--- src/rtl/core/tsb_pkg.sv ---
// shared constants, codes and types of the terminal screen buffer
package tsb_pkg;

    localparam int ROWS_MAX = 64;
    localparam int COLS_MAX = 256;
    localparam int HIST_MAX = 192;
    localparam int CELL_W   = 32;
    localparam int LINE_W   = 8;
    localparam int COL_W    = 8;
    localparam int ADDR_W   = LINE_W + COL_W;

    localparam logic [CELL_W-1:0] CHAR_MASK = 32'h001F_FFFF;
    localparam logic [CELL_W-1:0] BLANK     = 32'h0000_0020;

    localparam logic [1:0] REG_ROWS = 2'd0;
    localparam logic [1:0] REG_COLS = 2'd1;
    localparam logic [1:0] REG_HLIM = 2'd2;

    localparam logic [3:0] ACT_WRITE  = 4'd0;
    localparam logic [3:0] ACT_INSERT = 4'd1;
    localparam logic [3:0] ACT_DELETE = 4'd2;
    localparam logic [3:0] ACT_SPAN   = 4'd3;
    localparam logic [3:0] ACT_ROWS   = 4'd4;
    localparam logic [3:0] ACT_SCROLL = 4'd5;
    localparam logic [3:0] ACT_VADJ   = 4'd6;
    localparam logic [3:0] ACT_VSET   = 4'd7;
    localparam logic [3:0] ACT_READ   = 4'd8;

    typedef enum logic [1:0] {
        KIND_NONE  = 2'd0,
        KIND_CELL  = 2'd1,
        KIND_LINES = 2'd2,
        KIND_READ  = 2'd3
    } t_kind;

    typedef struct packed {
        t_kind       kind;
        logic        applied;
        logic [7:0]  line_k;
        logic [7:0]  line_end;
        logic        rot;
        logic [7:0]  rot_lo;
        logic [7:0]  rot_hi;
        logic [7:0]  rot_src;
        logic        pre_rd;
        logic [8:0]  cp_cnt;
        logic [7:0]  cp_dst;
        logic [7:0]  cp_src;
        logic        cp_up;
        logic        do_fill;
        logic [7:0]  f_start;
        logic [7:0]  f_end;
        logic [7:0]  new_view;
        logic [7:0]  new_hist;
    } t_plan;

endpackage

--- src/rtl/core/tsb_decode.sv ---
// command decode: range checks, clamping and the work plan of one command
module tsb_decode
    import tsb_pkg::*;
(
    input  logic [3:0]        i_action,
    input  logic [7:0]        i_row,
    input  logic [7:0]        i_row_end,
    input  logic [8:0]        i_col,
    input  logic [8:0]        i_col_end,
    input  logic signed [9:0] i_count,
    input  logic [6:0]        i_rows,
    input  logic [8:0]        i_cols,
    input  logic [7:0]        i_lim,
    input  logic [7:0]        i_view,
    input  logic [7:0]        i_hist,
    output t_plan             o_plan
);

    logic               pos_ok;
    logic [7:0]         rows8;
    logic [7:0]         k;
    logic [8:0]         last;
    logic [8:0]         rest;
    logic [8:0]         ndel;
    logic [8:0]         cs;
    logic [8:0]         ce;
    logic [7:0]         rs;
    logic [7:0]         re;
    logic [7:0]         ke;
    logic [7:0]         ks;
    logic [6:0]         h;
    logic [9:0]         mag;
    logic [6:0]         nsc;
    logic [7:0]         hi;
    logic [8:0]         len;
    logic [7:0]         off;
    logic [8:0]         hsum;
    logic [8:0]         vsum;
    logic [7:0]         nh;
    logic signed [11:0] vt;
    logic [9:0]         target;
    logic [9:0]         t1;
    logic [8:0]         kv;

    always_comb begin
        rows8  = {1'b0, i_rows};
        pos_ok = (i_row != 8'd0) && (i_row <= rows8) && (i_col != 9'd0) && (i_col <= i_cols);
        k      = rows8 - i_row;
        last   = (i_col_end > i_cols) ? i_cols : i_col_end;
        rest   = i_cols - i_col + 9'd1;
        ndel   = (i_count[9] || (i_count[8:0] > rest)) ? rest : i_count[8:0];
        cs     = (i_col == 9'd0) ? 9'd1 : i_col;
        ce     = (i_col_end > i_cols) ? i_cols : i_col_end;
        rs     = (i_row == 8'd0) ? 8'd1 : i_row;
        re     = (i_row_end > rows8) ? rows8 : i_row_end;
        ke     = rows8 - re;
        ks     = rows8 - rs;
        h      = 7'(re - rs + 8'd1);
        mag    = i_count[9] ? 10'(-{i_count[9], i_count}) : {1'b0, i_count[8:0]};
        nsc    = (mag > {3'd0, h}) ? h : mag[6:0];
        if (!i_count[9]) begin
            hi = (rs == 8'd1) ? 8'd255 : ks;
        end else begin
            hi = ks;
        end
        len = {1'b0, hi} - {1'b0, ke} + 9'd1;
        if ({2'd0, nsc} == len) begin
            off = 8'd0;
        end else if (!i_count[9]) begin
            off = 8'(len - {2'd0, nsc});
        end else begin
            off = {1'b0, nsc};
        end
        hsum = {1'b0, i_hist} + {2'd0, nsc};
        nh   = (hsum > {1'b0, i_lim}) ? i_lim : hsum[7:0];
        vsum = {1'b0, i_view} + {2'd0, nsc};
        // view target before clamping to limit and history
        vt   = $signed({4'd0, i_view}) + 12'(i_count);
        if (i_action == ACT_VSET) begin
            target = i_count[9] ? 10'h3FF : {1'b0, i_count[8:0]};
        end else begin
            target = (vt <= 12'sd0) ? 10'd0 : vt[9:0];
        end
        t1 = (target > {2'd0, i_lim}) ? {2'd0, i_lim} : target;
        kv = {1'b0, k} + {1'b0, i_view};

        o_plan          = '0;
        o_plan.kind     = KIND_NONE;
        o_plan.new_view = i_view;
        o_plan.new_hist = i_hist;
        o_plan.line_k   = k;
        o_plan.line_end = k;
        o_plan.do_fill  = 1'b1;
        o_plan.f_start  = 8'(i_col - 9'd1);
        o_plan.f_end    = 8'(i_col - 9'd1);

        case (i_action)
            ACT_WRITE: begin
                if (pos_ok) begin
                    o_plan.kind    = KIND_CELL;
                    o_plan.applied = 1'b1;
                end
            end
            ACT_INSERT: begin
                if (pos_ok && (i_col <= i_col_end)) begin
                    o_plan.kind    = KIND_CELL;
                    o_plan.applied = 1'b1;
                    o_plan.cp_cnt  = last - i_col;
                    o_plan.cp_dst  = 8'(last - 9'd1);
                    o_plan.cp_src  = 8'(last - 9'd2);
                end
            end
            ACT_DELETE: begin
                if (pos_ok) begin
                    o_plan.kind    = KIND_CELL;
                    o_plan.applied = 1'b1;
                    o_plan.pre_rd  = 1'b1;
                    o_plan.cp_cnt  = rest - ndel;
                    o_plan.cp_dst  = 8'(i_col - 9'd1);
                    o_plan.cp_src  = 8'(i_col - 9'd1 + ndel);
                    o_plan.cp_up   = 1'b1;
                    o_plan.do_fill = (ndel != 9'd0);
                    o_plan.f_start = 8'(i_cols - ndel);
                    o_plan.f_end   = 8'(i_cols - 9'd1);
                end
            end
            ACT_SPAN: begin
                if ((i_row != 8'd0) && (i_row <= rows8) && (i_col <= i_cols)
                    && (i_col_end != 9'd0) && (cs <= ce)) begin
                    o_plan.kind    = KIND_CELL;
                    o_plan.applied = 1'b1;
                    o_plan.f_start = 8'(cs - 9'd1);
                    o_plan.f_end   = 8'(ce - 9'd1);
                end
            end
            ACT_ROWS, ACT_SCROLL: begin
                if ((rs <= re) && !((i_action == ACT_SCROLL) && (i_count == 10'sd0))) begin
                    o_plan.kind    = KIND_LINES;
                    o_plan.applied = 1'b1;
                    o_plan.f_start = 8'd0;
                    o_plan.f_end   = 8'(i_cols - 9'd1);
                    o_plan.line_k  = ke;
                    o_plan.line_end = ks;
                    if (i_action == ACT_SCROLL) begin
                        o_plan.rot     = 1'b1;
                        o_plan.rot_lo  = ke;
                        o_plan.rot_hi  = hi;
                        o_plan.rot_src = ke + off;
                        if (!i_count[9]) begin
                            o_plan.line_end = ke + {1'b0, nsc} - 8'd1;
                            // pushing from the top row feeds the history
                            if (rs == 8'd1) begin
                                o_plan.new_hist = nh;
                                if (i_view != 8'd0) begin
                                    o_plan.new_view = (vsum > {1'b0, nh}) ? nh : vsum[7:0];
                                end
                            end
                        end else begin
                            o_plan.line_k = ks + 8'd1 - {1'b0, nsc};
                        end
                    end
                end
            end
            ACT_VADJ, ACT_VSET: begin
                o_plan.applied  = 1'b1;
                o_plan.new_view = (t1 > {2'd0, i_hist}) ? i_hist : t1[7:0];
            end
            ACT_READ: begin
                if (pos_ok) begin
                    o_plan.applied = 1'b1;
                    o_plan.line_k  = kv[7:0];
                    if (!kv[8]) begin
                        o_plan.kind = KIND_READ;
                    end
                end
            end
            default: begin
                o_plan.applied = 1'b0;
            end
        endcase
    end

endmodule

--- config.mk ---
export PLATFORM = sky130hd
export DESIGN_NAME = tsb_decode
export DESIGN_NICKNAME = d
export VERILOG_FILES = /design/src/rtl/core/tsb_pkg.sv /design/src/rtl/core/tsb_decode.sv
export SDC_FILE = /design/constraint.sdc
export NUM_CORES = 1
export LEC_CHECK = 0
export BUFFER_PORTS_ARGS = -buffer_cell sky130_fd_sc_hd__buf_2
export CAP_MARGIN = 20
export CORE_MARGIN = 4
export CORE_UTILIZATION = 52
export DETAILED_ROUTE_END_ITERATION = 10
export PLACE_DENSITY = 0.75
export SLEW_MARGIN = 20
export SYNTH_ARGS = -nofsm -noshare
export SYNTH_HDL_FRONTEND = slang
export SYNTH_SLANG_ARGS = --single-unit
export TNS_END_PERCENT = 100
--- constraint.sdc ---
create_clock -name vclk -period 20.4
set_input_delay 3.06 -clock vclk [all_inputs]
set_output_delay 3.06 -clock vclk [all_outputs]
set_load 0.01 [all_outputs]
==> results of run 1 <==
-- cell usage in the layout (no fill, tap or decap), types with 19 or more instances in the layout --
cell and count:
ha_1 261, inv_1 194, buf_2 192, a21oi_1 129
nor2_1 128, xnor2_1 104, nand2_1 93, o21ai_0 89
a21o_1 58, xor2_1 41, mux2i_1 29, o21bai_1 26
o22ai_1 26, nor2b_1 25, o21a_1 25, nand3_1 24
nand2b_1 23, nor3_1 22, fa_1 19
-- Yosys cell counts (11+ instances only) --
cell | count | area, um^2
o21ai_0 | 89 | 445
o21a_1 | 25 | 188
mux2_2 | 13 | 146
o21bai_1 | 26 | 195
a21oi_1 | 129 | 646
nor2_1 | 128 | 480
nor3_1 | 22 | 110
a21o_1 | 58 | 435
and3_1 | 15 | 93.8
xor2_1 | 41 | 359
nand3_1 | 24 | 120
inv_1 | 194 | 728
nor2b_1 | 25 | 156
xnor2_1 | 104 | 911
ha_1 | 261 | 3270
o22ai_1 | 26 | 163
mux2i_1 | 29 | 290
o221ai_1 | 12 | 105
nand4_1 | 16 | 100
clkbuf_1 | 41 | 154
a211oi_1 | 11 | 82.6
nand2_1 | 93 | 349
fa_1 | 19 | 380
nor4_1 | 12 | 75.1
nand2b_1 | 23 | 144
-- where the power goes --
group | total [W] | leakage [nW] | switching, W | internal [W]
combinational | 0.00127 | 6.63 | 0.000724 | 0.000542
sequential | 0 | 0 | 0 | 0
clock | 0 | 0 | 0 | 0
total | 0.00127 | 6.63 | 0.000724 | 0.000542
-- per-stage QoR --
step | power (W) | setup slack, ps
after floorplan | 0.000959 | 5140
after global placement | 0.00122 | 4160
after detailed placement | 0.00123 | 3810
after CTS | 0.00124 | 3760
after global routing | 0.00140 | 2830
final | 0.00127 | 3640
-- worst min-delay path, cell delays in order --
cell,delay (ps)
buf_2,150
nand2_1,60
o21ai_0,60
buf_2,130
-- path summary, 6_finish.rpt --
path                      start    endpoint  slack [ps]
worst max-delay path  i_rows[1]  o_plan[12]        3640
worst min-delay path  i_hist[6]   o_plan[6]        6510
-- per-layer routing --
| layer | routed length [um] | part of all wire [%] |
|---|---|---|
| met2 | 17700 | 45 |
| met4 | 1510 | 3.8 |
| met1 | 16400 | 42 |
| met5 | 0 | 0 |
| met3 | 3920 | 9.9 |
-- logic make-up (layout without fill, tap and decap cells) --
group                      count (synthesis)  in the layout
AOI/OAI and AO/OA                        453            453
and+or+nand+nor                          393            393
buffers and inverters                    250            398
other                                      1              1
muxes                                     45             45
adders and majority gates                281            281
xor gates and xnor gates                 146            146
-- final cells by class --
cell class / instances / area share [%]
inverter: 196 / 5.95
tap: 275 / 2.78
multi-input combinational: 1319 / 82.9
timing repair buffer: 202 / 8.41
==> flow_summary.json, run 1 <==
{
  "status": "finished, final reports clean",
  "drtIter0Drc": 1095,
  "synth_area_um2": 11200,
  "crit_path_frequent_cell": "ha_1",
  "post-dp-hpwl_um": 33800,
  "synth-adder-area-share_pct": 32.6,
  "worstSetupEndpointType": "output pin",
  "dp.cells": 1991,
  "critPathBufInv": 7,
  "drc": 0,
  "clock_buffers": 0,
  "grt_use_met1_pct": 41.8,
  "vdd_ir_drop_max_uv": 70.4,
  "finalCoreUtilization_pct": 58.5,
  "dpl-instance-area_um2": 12400,
  "synth_compound_area_share_pct": 26.0,
  "hold_slack_ps": 6510,
  "design.portCount": 192,
  "hold_buffers": 0,
  "yosys_warnings": 0,
  "fmaxAchievable_ghz": 0.0597,
  "first_global_vias": 11700,
  "regArea_um2": 0,
  "worst_pin_slew_ps": 980,
  "synthSimpleGateAreaFrac_pct": 16.9,
  "finalMaxSlewViolations": 0,
  "crit_path_top_delay_cell": "o21ai_0",
  "area_delta_synth_final_pct": 10.3,
  "die_w_um": 155,
  "hp-class": "in2out",
  "cp_slowest_stage_delay_ps": 790,
  "fp.dieArea_um2": 24000,
  "cp.arrival_ps": 13700,
  "overflow": 0,
  "multi_input_area_um2": 10300,
  "start_util_pct": 53.0,
  "grt_max_degree": 38,
  "crit_fanout": 12,
  "dr_total_vias": 12200,
  "period_minus_slack_ps": 16760,
  "n_fill_cell": 2087,
  "cts_resized": 0,
  "maxCapViolations": 0,
  "synthXorXnorAreaFrac_pct": 11.5,
  "grt_pass1_wl_um": 60400,
  "wirelength_um": 39500,
  "cp.required_ps": 17340,
  "grt_usage_pct": 30.9,
  "grtUsageMet3_pct": 3.70,
  "synth_top_family_by_area": "adder cells",
  "finalHoldViolCount": 0,
  "die_h_um": 155,
  "design_area_um2": 12400,
  "start_kind": "primary input",
  "num_rows": 53,
  "ant_nets": 0,
  "num_antenna_cells": 0,
  "setup_tns_ps": 0,
  "drive_gt1_share_pct": 14.1,
  "syn-num-nets": 1937,
  "grt-busiest-layer": "met2",
  "sequential_cell_total": 0,
  "via_per_inst": 6.13,
  "synthCells": 1569,
  "critPathTopFamily": "compound AO/OA/AOI/OAI gates",
  "grtUsageMet2_pct": 50.8,
  "core_um2": 21200,
  "avgSynthCellArea_um2": 7.15,
  "power_density_nw_per_um2": 102,
  "crit_type": "in2out",
  "finalSetupViolCount": 0,
  "worst-path-stages": 50,
  "wl_per_cell_um": 19.8,
  "io_buffers": 192,
  "muxShareOfSynthArea_pct": 4.28,
  "worstHoldPathCells": 4,
  "relSlewSlack_pct": 34.6,
  "fin_cells": 1992,
  "yosysUniqueCellTypes": 82,
  "period_share_pct": 82.2,
  "post_cts_buffers": 0,
  "p_leak_nw": 6.63,
  "gp_congestion": 1.00,
  "firstDrtPassIters": 6,
  "antenna_found_initial": 0,
  "synth_seq_area_share_pct": 0,
  "rsz0062_at_grt": "false",
  "fin_nets": 2087
}
Note: power is estimated with default switching activity, not from simulation.
==> run 2: changes to the inputs <==
clock period = 17.1 ns   (was 20.4 ns; I/O delays follow)
==> run 2 against run 1 <==
Hold slack got worse by 960 ps; clock-buffer cell count is the same; critical endpoint is now o_plan[13]; sequential cell count did not move; largest cell class unchanged.
==> flow_summary.json, run 2 (synthesized netlist as in run 1, its figures left out) <==
{
  "via_per_inst": 6.14,
  "finalHoldViolCount": 0,
  "regArea_um2": 0,
  "crit_fanout": 12,
  "start_kind": "primary input",
  "area_delta_synth_final_pct": 9.97,
  "critPathBufInv": 7,
  "n_fill_cell": 2067,
  "maxCapViolations": 0,
  "period_share_pct": 92.3,
  "dpl-instance-area_um2": 12300,
  "die_w_um": 155,
  "firstDrtPassIters": 5,
  "setup_tns_ps": 0,
  "core_um2": 21200,
  "p_sw_share_pct": 56.9,
  "cts_resized": 0,
  "post-dp-hpwl_um": 33400,
  "finalMaxSlewViolations": 0,
  "clkPwrFrac_pct": 0,
  "ant_nets": 0,
  "clock_buffers": 0,
  "die_h_um": 155,
  "worst_pin_slew_ps": 1160,
  "drtIter0Drc": 880,
  "hp-class": "in2out",
  "hold_buffers": 0,
  "overflow": 0,
  "start_util_pct": 53.0,
  "relSlewSlack_pct": 22.6,
  "fmaxAchievable_ghz": 0.0633,
  "dr_total_vias": 12200,
  "design_area_um2": 12300,
  "cp.arrival_ps": 13230,
  "layout_commonest_cell": "ha_1",
  "status": "finished, final reports clean",
  "io_buffers": 192,
  "crit_path_top_delay_cell": "o21ai_0",
  "crit_path_frequent_cell": "ha_1",
  "wl_per_cell_um": 19.6,
  "worstHoldPathCells": 4,
  "num_rows": 53,
  "p_leak_nw": 6.61,
  "worstSetupEndpointType": "output pin",
  "wirelength_um": 39000,
  "cp.required_ps": 14530,
  "grt_usage_pct": 30.8,
  "hold-path-endpoint": "o_plan[5]",
  "p_seq_share_pct": 0,
  "p_int_w": 0.000645,
  "drc": 0,
  "finalSetupViolCount": 0,
  "drive_gt1_share_pct": 13.9,
  "grt_pass1_wl_um": 60700,
  "critPathTopFamily": "compound AO/OA/AOI/OAI gates",
  "design.portCount": 192,
  "final_cell_mix": "261 x ha_1, 194 x inv_1, 192 x buf_2",
  "power_density_nw_per_um2": 121,
  "num_antenna_cells": 0,
  "share_comb_of_total_power_pct": 100.0,
  "rsz0062_at_grt": "false",
  "vdd_ir_drop_max_uv": 72.6,
  "first_global_vias": 11700,
  "gp_congestion": 1.02,
  "sequential_cell_total": 0,
  "hp-start": "i_hist[5]",
  "period_minus_slack_ps": 15790,
  "antenna_found_initial": 0,
  "post_cts_buffers": 0,
  "fin_nets": 2083,
  "fp.dieArea_um2": 24000,
  "cp_slowest_stage_delay_ps": 760,
  "grt_max_degree": 38,
  "power.switching_w": 0.000853,
  "multi_input_area_um2": 10300,
  "crit_type": "in2out"
}
[run 2: routing by layer]
metal	wire [um]	up-vias	part of all wire [%]	track usage (%)
met5	0	-	0	0
met4	1460	0	3.7	10.4
met3	3340	119	8.6	3.48
met2	17400	586	45	50.9
met1	16700	5675	43	41.7
li1	-	5836	-	-
[run 2: final cells by class]
| class | instances | share of cell area (%) |
|---|---|---|
| multi-input combinational | 1319 | 83.1 |
| timing repair buffer | 198 | 8.15 |
| inverter | 196 | 5.96 |
| tap | 275 | 2.79 |
[run 2: per-stage QoR]
stage	util, %	hold WS, ps	std cells	total power, W	setup slack, ps
after floorplan	-	5210	1569	0.00114	2830
after global placement	58.3	5530	1988	0.00144	1840
after detailed placement	58.3	5530	1988	0.00146	1500
after CTS	58.3	5530	1988	0.00148	1440
after global routing	58.3	5560	1988	0.00167	583
final	58.3	5550	1988	0.00150	1310
[run 2: how the worst max path moves through the flow]
stage	from	to	slack (ps)	cells after the start
5_1_grt	i_rows[1]	o_plan[9]	580	50
3_5_place_dp	i_rows[1]	o_plan[9]	1500	50
3_3_place_gp	i_rows[1]	o_plan[9]	1840	49
6_report	i_rows[1]	o_plan[13]	1310	50
4_1_cts	i_rows[1]	o_plan[9]	1440	50
2_1_floorplan	i_rows[1]	o_plan[15]	2830	49
[run 2: power groups by stage]
stage	registers (W)	clock network (W)	logic [W]
4_1_cts	0	0	0.00148
2_1_floorplan	0	0	0.00114
3_5_place_dp	0	0	0.00146
3_3_place_gp	0	0	0.00144
6_report	0	0	0.00150
5_1_grt	0	0	0.00167
